[src/rtl/teq_pkg.sv]
`timescale 1ns / 1ps
// ----------------------------------------------------------------------------
// teq_pkg
// Shared types and constants of the timed event queue.
// ----------------------------------------------------------------------------
package teq_pkg;

	localparam int EVENT_SLOTS     = 16;
	localparam int HANDLER_ID_BITS = 8;
	localparam int SLOT_BITS       = (EVENT_SLOTS > 1) ? $clog2(EVENT_SLOTS) : 1;
	localparam int STEP_BITS       = $clog2(EVENT_SLOTS + 1);

	localparam logic [1:0] MODE_ADD    = 2'd0;
	localparam logic [1:0] MODE_CANCEL = 2'd1;
	localparam logic [1:0] MODE_QUERY  = 2'd2;
	localparam logic [1:0] MODE_CLEAR  = 2'd3;

	typedef logic [SLOT_BITS-1:0]       slot_idx_t;
	typedef logic [HANDLER_ID_BITS-1:0] handler_t;

	// controller to datapath
	typedef struct packed {
		logic load;      // capture input item, start walk at head
		logic step;      // advance walk to next entry
		logic do_insert; // link new event at walk position
		logic do_remove; // unlink current entry
		logic do_clear;  // empty the pool
		logic set_found;
		logic set_full;
		logic head_load; // copy head entry to output registers
	} teq_cmd_t;

	// datapath to controller
	typedef struct packed {
		logic pool_full;
		logic cur_valid;  // walk still on a list entry
		logic walk_done;  // step bound reached
		logic add_stop;   // new time is below current entry
		logic hit;        // current entry handler matches
	} teq_sts_t;

endpackage

[src/rtl/timed_event_queue.sv]
`timescale 1ns / 1ps
// ----------------------------------------------------------------------------
// timed_event_queue
// Time-ordered event pool with add, cancel, query and clear operations.
// ----------------------------------------------------------------------------
// channel | handshake            | payload
// in      | in_valid / in_ready  | mode current_cycle delay handler_id user_tag
// out     | out_valid / out_ready| found full_error scheduled_time head_*
//
// After the input transfer the sequencer walks the list, loads the head
// registers and then offers the result; the walk reads one slot per cycle
// and steps past at most sixteen entries. The next input transfer can come
// in the cycle after the result leaves.
// Reset empties the pool at once; no clearing pass.
// A stalled result holds; the next transfer is taken after it leaves.
// ----------------------------------------------------------------------------
module timed_event_queue
	import teq_pkg::*;
(
	input  logic        clk,
	input  logic        arst_n,
	input  logic        in_valid,
	output logic        in_ready,
	input  logic [1:0]  mode,
	input  logic [63:0] current_cycle,
	input  logic [31:0] delay,
	input  logic [7:0]  handler_id,
	input  logic [31:0] user_tag,
	output logic        out_valid,
	input  logic        out_ready,
	output logic        found,
	output logic        full_error,
	output logic [63:0] scheduled_time,
	output logic        head_valid,
	output logic [63:0] head_time,
	output logic [7:0]  head_handler,
	output logic [31:0] head_tag
);

	teq_cmd_t cmd;
	teq_sts_t sts;

	teq_ctrl u_ctrl (
		.clk, .arst_n, .in_valid, .in_ready, .mode,
		.out_valid, .out_ready, .cmd, .sts
	);

	teq_dp u_dp (
		.clk, .arst_n, .cmd, .sts, .current_cycle, .delay, .handler_id,
		.user_tag, .found, .full_error, .scheduled_time, .head_valid,
		.head_time, .head_handler, .head_tag
	);

endmodule

[src/rtl/teq_ctrl.sv]
`timescale 1ns / 1ps
// ----------------------------------------------------------------------------
// teq_ctrl
// Operation sequencer: walks the list one entry per cycle.
// ----------------------------------------------------------------------------
module teq_ctrl
	import teq_pkg::*;
(
	input  logic       clk,
	input  logic       arst_n,
	input  logic       in_valid,
	output logic       in_ready,
	input  logic [1:0] mode,
	output logic       out_valid,
	input  logic       out_ready,
	output teq_cmd_t   cmd,
	input  teq_sts_t   sts
);

	localparam logic [2:0] ST_IDLE = 3'd0;
	localparam logic [2:0] ST_WALK = 3'd1;
	localparam logic [2:0] ST_HEAD = 3'd2;
	localparam logic [2:0] ST_OUT  = 3'd3;

	logic [2:0] state_q;
	logic [1:0] mode_q;

	assign in_ready  = (state_q == ST_IDLE);
	assign out_valid = (state_q == ST_OUT);

	// command decode
	always_comb begin
		cmd = '0;
		case (state_q)
			ST_IDLE: begin
				cmd.load = in_valid;
			end
			ST_WALK: begin
				case (mode_q)
					MODE_ADD: begin
						if (sts.pool_full)
							cmd.set_full = 1'b1;
						else if (!sts.cur_valid || sts.walk_done || sts.add_stop)
							cmd.do_insert = 1'b1;
						else
							cmd.step = 1'b1;
					end
					MODE_CANCEL, MODE_QUERY: begin
						if (sts.cur_valid && !sts.walk_done) begin
							if (sts.hit) begin
								cmd.set_found = 1'b1;
								cmd.do_remove = (mode_q == MODE_CANCEL);
							end else begin
								cmd.step = 1'b1;
							end
						end
					end
					default: cmd.do_clear = 1'b1;
				endcase
			end
			ST_HEAD: cmd.head_load = 1'b1;
			default: ;
		endcase
	end

	// state register
	always_ff @(posedge clk or negedge arst_n) begin
		if (!arst_n) begin
			state_q <= ST_IDLE;
			mode_q  <= MODE_ADD;
		end else begin
			case (state_q)
				ST_IDLE: if (in_valid) begin
					state_q <= ST_WALK;
					mode_q  <= mode;
				end
				ST_WALK: if (!cmd.step) state_q <= ST_HEAD;
				ST_HEAD: state_q <= ST_OUT;
				ST_OUT:  if (out_ready) state_q <= ST_IDLE;
				default: state_q <= ST_IDLE;
			endcase
		end
	end

endmodule

[src/rtl/teq_dp.sv]
`timescale 1ns / 1ps
// ----------------------------------------------------------------------------
// teq_dp
// Slot storage, list walk registers and result registers.
// ----------------------------------------------------------------------------
module teq_dp
	import teq_pkg::*;
(
	input  logic        clk,
	input  logic        arst_n,
	input  teq_cmd_t    cmd,
	output teq_sts_t    sts,
	input  logic [63:0] current_cycle,
	input  logic [31:0] delay,
	input  logic [7:0]  handler_id,
	input  logic [31:0] user_tag,
	output logic        found,
	output logic        full_error,
	output logic [63:0] scheduled_time,
	output logic        head_valid,
	output logic [63:0] head_time,
	output logic [7:0]  head_handler,
	output logic [31:0] head_tag
);

	logic [EVENT_SLOTS-1:0] used_q;
	logic [63:0]            due_q  [EVENT_SLOTS];
	handler_t               hnd_q  [EVENT_SLOTS];
	logic [31:0]            tag_q  [EVENT_SLOTS];
	slot_idx_t              link_q [EVENT_SLOTS];
	logic [EVENT_SLOTS-1:0] has_link_q;
	slot_idx_t              first_q;
	logic                   nonempty_q;

	logic [63:0]    t_q;
	handler_t       h_q;
	logic [31:0]    utag_q;
	slot_idx_t      cur_q, prev_q;
	logic           cur_valid_q, prev_valid_q;
	logic [STEP_BITS-1:0] steps_q;

	// lowest free slot
	slot_idx_t free_idx;
	logic      have_free;
	always_comb begin
		free_idx  = '0;
		have_free = 1'b0;
		for (int i = EVENT_SLOTS - 1; i >= 0; i--) begin
			if (!used_q[i]) begin
				free_idx  = SLOT_BITS'(i);
				have_free = 1'b1;
			end
		end
	end

	logic [63:0] cur_due;
	assign cur_due = due_q[cur_q];

	assign sts.pool_full = !have_free;
	assign sts.cur_valid = cur_valid_q;
	assign sts.walk_done = (steps_q == STEP_BITS'(EVENT_SLOTS));
	assign sts.add_stop  = (t_q < cur_due);
	assign sts.hit       = (hnd_q[cur_q] == h_q);

	// walk and operand registers
	always_ff @(posedge clk or negedge arst_n) begin
		if (!arst_n) begin
			cur_valid_q  <= 1'b0;
			prev_valid_q <= 1'b0;
			steps_q      <= '0;
			cur_q        <= '0;
			prev_q       <= '0;
		end else if (cmd.load) begin
			cur_q        <= first_q;
			cur_valid_q  <= nonempty_q;
			prev_valid_q <= 1'b0;
			steps_q      <= '0;
		end else if (cmd.step) begin
			prev_q       <= cur_q;
			prev_valid_q <= 1'b1;
			cur_q        <= link_q[cur_q];
			cur_valid_q  <= has_link_q[cur_q];
			steps_q      <= steps_q + 1'b1;
		end
	end

	always_ff @(posedge clk) begin
		if (cmd.load) begin
			t_q    <= current_cycle + {32'd0, delay};
			h_q    <= handler_id[HANDLER_ID_BITS-1:0];
			utag_q <= user_tag;
		end else if (cmd.step && t_q == cur_due) begin
			t_q <= t_q + 64'd1;
		end
	end

	// slot payload storage
	always_ff @(posedge clk) begin
		if (cmd.do_insert) begin
			due_q[free_idx]  <= t_q;
			hnd_q[free_idx]  <= h_q;
			tag_q[free_idx]  <= utag_q;
			link_q[free_idx] <= cur_q;
			if (prev_valid_q) link_q[prev_q] <= free_idx;
		end else if (cmd.do_remove && prev_valid_q) begin
			link_q[prev_q] <= link_q[cur_q];
		end
	end

	// list control state
	always_ff @(posedge clk or negedge arst_n) begin
		if (!arst_n) begin
			used_q     <= '0;
			has_link_q <= '0;
			first_q    <= '0;
			nonempty_q <= 1'b0;
		end else if (cmd.do_clear) begin
			used_q     <= '0;
			first_q    <= '0;
			nonempty_q <= 1'b0;
		end else if (cmd.do_insert) begin
			used_q[free_idx]     <= 1'b1;
			has_link_q[free_idx] <= cur_valid_q;
			if (prev_valid_q) begin
				has_link_q[prev_q] <= 1'b1;
			end else begin
				first_q    <= free_idx;
				nonempty_q <= 1'b1;
			end
		end else if (cmd.do_remove) begin
			used_q[cur_q] <= 1'b0;
			if (prev_valid_q) begin
				has_link_q[prev_q] <= has_link_q[cur_q];
			end else begin
				first_q    <= link_q[cur_q];
				nonempty_q <= has_link_q[cur_q];
			end
		end
	end

	// result registers
	always_ff @(posedge clk or negedge arst_n) begin
		if (!arst_n) begin
			found          <= 1'b0;
			full_error     <= 1'b0;
			scheduled_time <= '0;
		end else if (cmd.load) begin
			found          <= 1'b0;
			full_error     <= 1'b0;
			scheduled_time <= '0;
		end else begin
			if (cmd.set_found) found <= 1'b1;
			if (cmd.set_full) full_error <= 1'b1;
			if (cmd.do_insert) scheduled_time <= t_q;
		end
	end

	always_ff @(posedge clk or negedge arst_n) begin
		if (!arst_n) begin
			head_valid   <= 1'b0;
			head_time    <= '0;
			head_handler <= '0;
			head_tag     <= '0;
		end else if (cmd.head_load) begin
			head_valid <= nonempty_q;
			if (nonempty_q) begin
				head_time    <= due_q[first_q];
				head_handler <= 8'(hnd_q[first_q]);
				head_tag     <= tag_q[first_q];
			end else begin
				head_time    <= '0;
				head_handler <= '0;
				head_tag     <= '0;
			end
		end
	end

endmodule

[config.mk]
export PLATFORM = sky130hd
export DESIGN_NAME = timed_event_queue
export DESIGN_NICKNAME = d
export VERILOG_FILES = /design/src/rtl/teq_pkg.sv /design/src/rtl/timed_event_queue.sv /design/src/rtl/teq_ctrl.sv /design/src/rtl/teq_dp.sv
export SDC_FILE = /design/constraint.sdc
export NUM_CORES = 2
export LEC_CHECK = 0
export BUFFER_PORTS_ARGS = -buffer_cell sky130_fd_sc_hd__buf_2
export CAP_MARGIN = 10
export CORE_ASPECT_RATIO = 1.1
export CORE_UTILIZATION = 65
export CTS_CLUSTER_DIAMETER = 150
export CTS_CLUSTER_SIZE = 30
export DETAILED_ROUTE_END_ITERATION = 7
export PLACE_DENSITY = 0.82
export REMOVE_ABC_BUFFERS = 1
export SLEW_MARGIN = 20
export SYNTH_ARGS = -nofsm -noshare
export SYNTH_HDL_FRONTEND = slang
export SYNTH_HIERARCHICAL = 1
export SYNTH_SLANG_ARGS = --single-unit
export TNS_END_PERCENT = 50
[constraint.sdc]
create_clock -name clk -period 16.4 [get_ports clk]
set_clock_uncertainty 0.15 [all_clocks]
set_input_delay 0.82 -clock clk [delete_from_list [all_inputs] [get_ports clk]]
set_output_delay 0.82 -clock clk [all_outputs]
set_load 0.005 [all_outputs]
==> out/metrics.yaml <==
die:
  fp.dieArea_mm2: 0.145
  core_mm2: 0.142
  start_util_pct: 65.7
  io_pins: 315
  die_w_um: 364
  rows: 145
  die_h_um: 400
job:
  maxCapViolations: 0
setup_path:
  worstSetupPathType: "flop to flop"
  path_common_cell: "buf_12"
  cp.required_ns: 16.62
  cp_top_family: "buffers and inverters"
  slowest_delay_ns: 0.86
  critPathMaxFanout: 113
  crit_chain: "buf_12, buf_12, mux4_2, mux4_2, inv_1, ha_1, a21o_1, a21oi_1, o21ai_0, a41oi_1, o21ai_0, a211o_1, a21oi_1, o211a_1, nor3b_1, nor3_2, buf_12, inv_1, nor2_1, nand2_1, inv_6, buf_4, buf_4"
  crit_arrival_ns: 10.61
  critPathCaptureType: "flop"
  critPathBufInv: 8
  start_kind: "flop"
  slowest_stage: "buf_4"
status:
  status: "finished, final reports clean"
synth:
  ys_seq_elements: 2059
  synth.top_cells.by_count: "edfxtp_1 (1832), mux4_2 (905), nor2_1 (262)"
  yosys.area.top_type: "edfxtp_1"
  ys_types: 84
  synthCells: 5145
  avgSynthCellArea_um2: 18.2
  async_flop_share_pct: 11.0
  synth_flop_cell: "edfxtp_1"
  ys_warn_count: 6
  synth-edff-count: 1832
  synth.most_common_cell: "edfxtp_1"
  yosysSeqAreaShare_pct: 64.9
  synth_top_area_share_pct: 58.8
  synth_area_leaders: "edfxtp_1 (59%), mux4_2 (22%), dfrtp_1 (6.1%)"
  synth_area_mm2: 0.0935
final_layout:
  nets: 5572
  multi_input_area_mm2: 0.0307
  drive_above_1_share_pct: 27.6
  fillCellCount: 8531
  layout.cells.non_filler: 7296
  seq_area_mm2: 0.0607
  area_delta_synth_final_pct: 6.51
  design_area_mm2: 0.0996
sta:
  tightest_slew_ns: 1.21
  period_minus_slack_ns: 10.39
  final.period_utilization_pct: 63.4
  rsz0062_at_grt: "no"
  fmax_mhz: 96.2
  setup_violations: 0
  slew-limit-headroom_pct: 19.1
  hold_viol: 0
  slew_violations: 0
  finalSetupTns_ns: 0
  whs_ns: 0.0803
placement:
  dpl.hpwl_um: 144000
  dpl_cell_area_mm2: 0.0973
  place_inst: 7150
  portBuffers: 314
  gp_congestion: 0.922
route:
  drcViolationCount: 0
  drt-vias-per-instance: 7.36
  num_vias: 53700
  ant_nets: 0
  drtPass1Iterations: 6
  first_iter_violations: 8538
  wl_um: 253000
  detail_route.wl_per_cell_um: 34.6
global_routing:
  track_usage_pct: 35.4
  overflow: 0
  grt_pass1_vias: 54400
  antenna_found_initial: 7
  grt_pass1_wl_um: 368000
  grt_max_degree: 160
clock_tree:
  cts.htree.levels: 3
  cts_buffers: 78
  root_buffer: "clkbuf_16"
  cts_resized: 0
  clk_pin_slew_ns: 0.12
  clock_latency_ns: 0.76
  clockBufferDepth: 3
  cts_tree: "yes"
  clock-sinks: 2059
hold_path:
  worst_hold_path_type: "input port to flop"
power:
  worst_ir_drop_vdd_v: 0.000148
  p_per_area_mw_per_mm2: 144
  power.leakage_uw: 0.0322
[state kept, by name, summed over array words and instances, names as in the netlist, 32 cells and up]
signal               cells
u_dp/tag_q             512
u_dp/utag_q             32
u_dp/due_q            1024
u_dp/scheduled_time     64
u_dp/head_time          64
u_dp/t_q                64
u_dp/head_tag           32
u_dp/link_q             64
u_dp/hnd_q             128
[path summary, 6_finish.rpt]
check | slack, ns | start | to | depth (start not counted)
min reg2reg | 0.36 | u_dp/full_error | u_dp/full_error | 2
max | 6.01 | u_dp/cur_q[0] | u_dp/due_q[0][29] | 23
max in group asynchronous | 14.04 | arst_n | u_dp/cur_q[0] | 3
min | 0.08 | user_tag[5] | u_dp/utag_q[5] | 1
max reg2reg | 6.01 | u_dp/cur_q[0] | u_dp/due_q[0][29] | 23
min in group asynchronous | 0.51 | arst_n | u_dp/scheduled_time[9] | 2
[final cells by class]
cell class,count,area share (%)
Tap cell,1911,2.40
Inverter,214,0.874
Clock inverter,5,0.0666
Multi-Input combinational cell,2544,30.9
Antenna cell,1,0.00251
Clock buffer,138,2.21
Sequential cell,2059,61.0
Timing Repair Buffer,424,2.61
[cell families after synthesis]
logic type | share of synthesized area, %
DFF | 64.9
adders and majority gates | 1.47
muxes | 22.8
buffers and inverters | 2.29
AOI/OAI and AO/OA | 3.51
and+or+nand+nor | 3.84
xor gates and xnor gates | 1.22
[metal layers]
layer	vias to the layer above	share of wire [%]	wire, µm	track usage [%]
met5	-	0.014	35	0
met4	6	4.0	10100	13.2
met3	595	13	33700	8.30
met2	4246	49	123000	56.5
met1	27700	34	86300	48.5
li1	21200	-	-	-
[where the power goes]
group	internal, µW	total, µW	switching (µW)
Combinational	2330	5120	2790
Clock	936	2490	1550
Sequential	6270	6730	460
Total	9530	14300	4800
[worst register-to-register path, delay by kind of cell, from the launching register on]
family	cells	cell delay (ns)
AOI/OAI and AO/OA	8	1.95
buffers and inverters	8	4.69
adders and majority gates	1	0.24
muxes	2	1.25
DFF	1	0.79
and+or+nand+nor	4	0.89
[cells in the final DEF, fill, tap and decap left out, types with 19 or more instances in the layout]
| cell type | n |
|---|---|
| edfxtp_1 | 1832 |
| mux4_2 | 905 |
| buf_2 | 313 |
| nor2_1 | 258 |
| dfrtp_1 | 218 |
| o21ai_0 | 214 |
| inv_1 | 201 |
| a21oi_1 | 195 |
| nand3_1 | 162 |
| nand2_1 | 140 |
| ha_1 | 107 |
| buf_4 | 94 |
| xnor2_1 | 84 |
| clkbuf_16 | 79 |
| mux2i_1 | 79 |
| clkbuf_1 | 59 |
| nand4_1 | 47 |
| xor2_1 | 46 |
| and3_1 | 36 |
| a21o_1 | 31 |
| a31oi_1 | 27 |
| nor2b_1 | 19 |
[metrics by stage]
stage	util [%]	power [µW]	worst slack, ns
floorplan	-	11800	-12.83
global placement	68.3	11700	6.36
detailed placement	68.3	11800	6.25
CTS	69.9	14300	6.11
global route	69.9	14800	5.64
finish	69.9	14300	6.01
[repair_timing]
item	in CTS	in global routing
hold endpoints to repair	63	0
buffers inserted	0	0
hold buffers	1	0
Power figures use the tool's default switching activity.
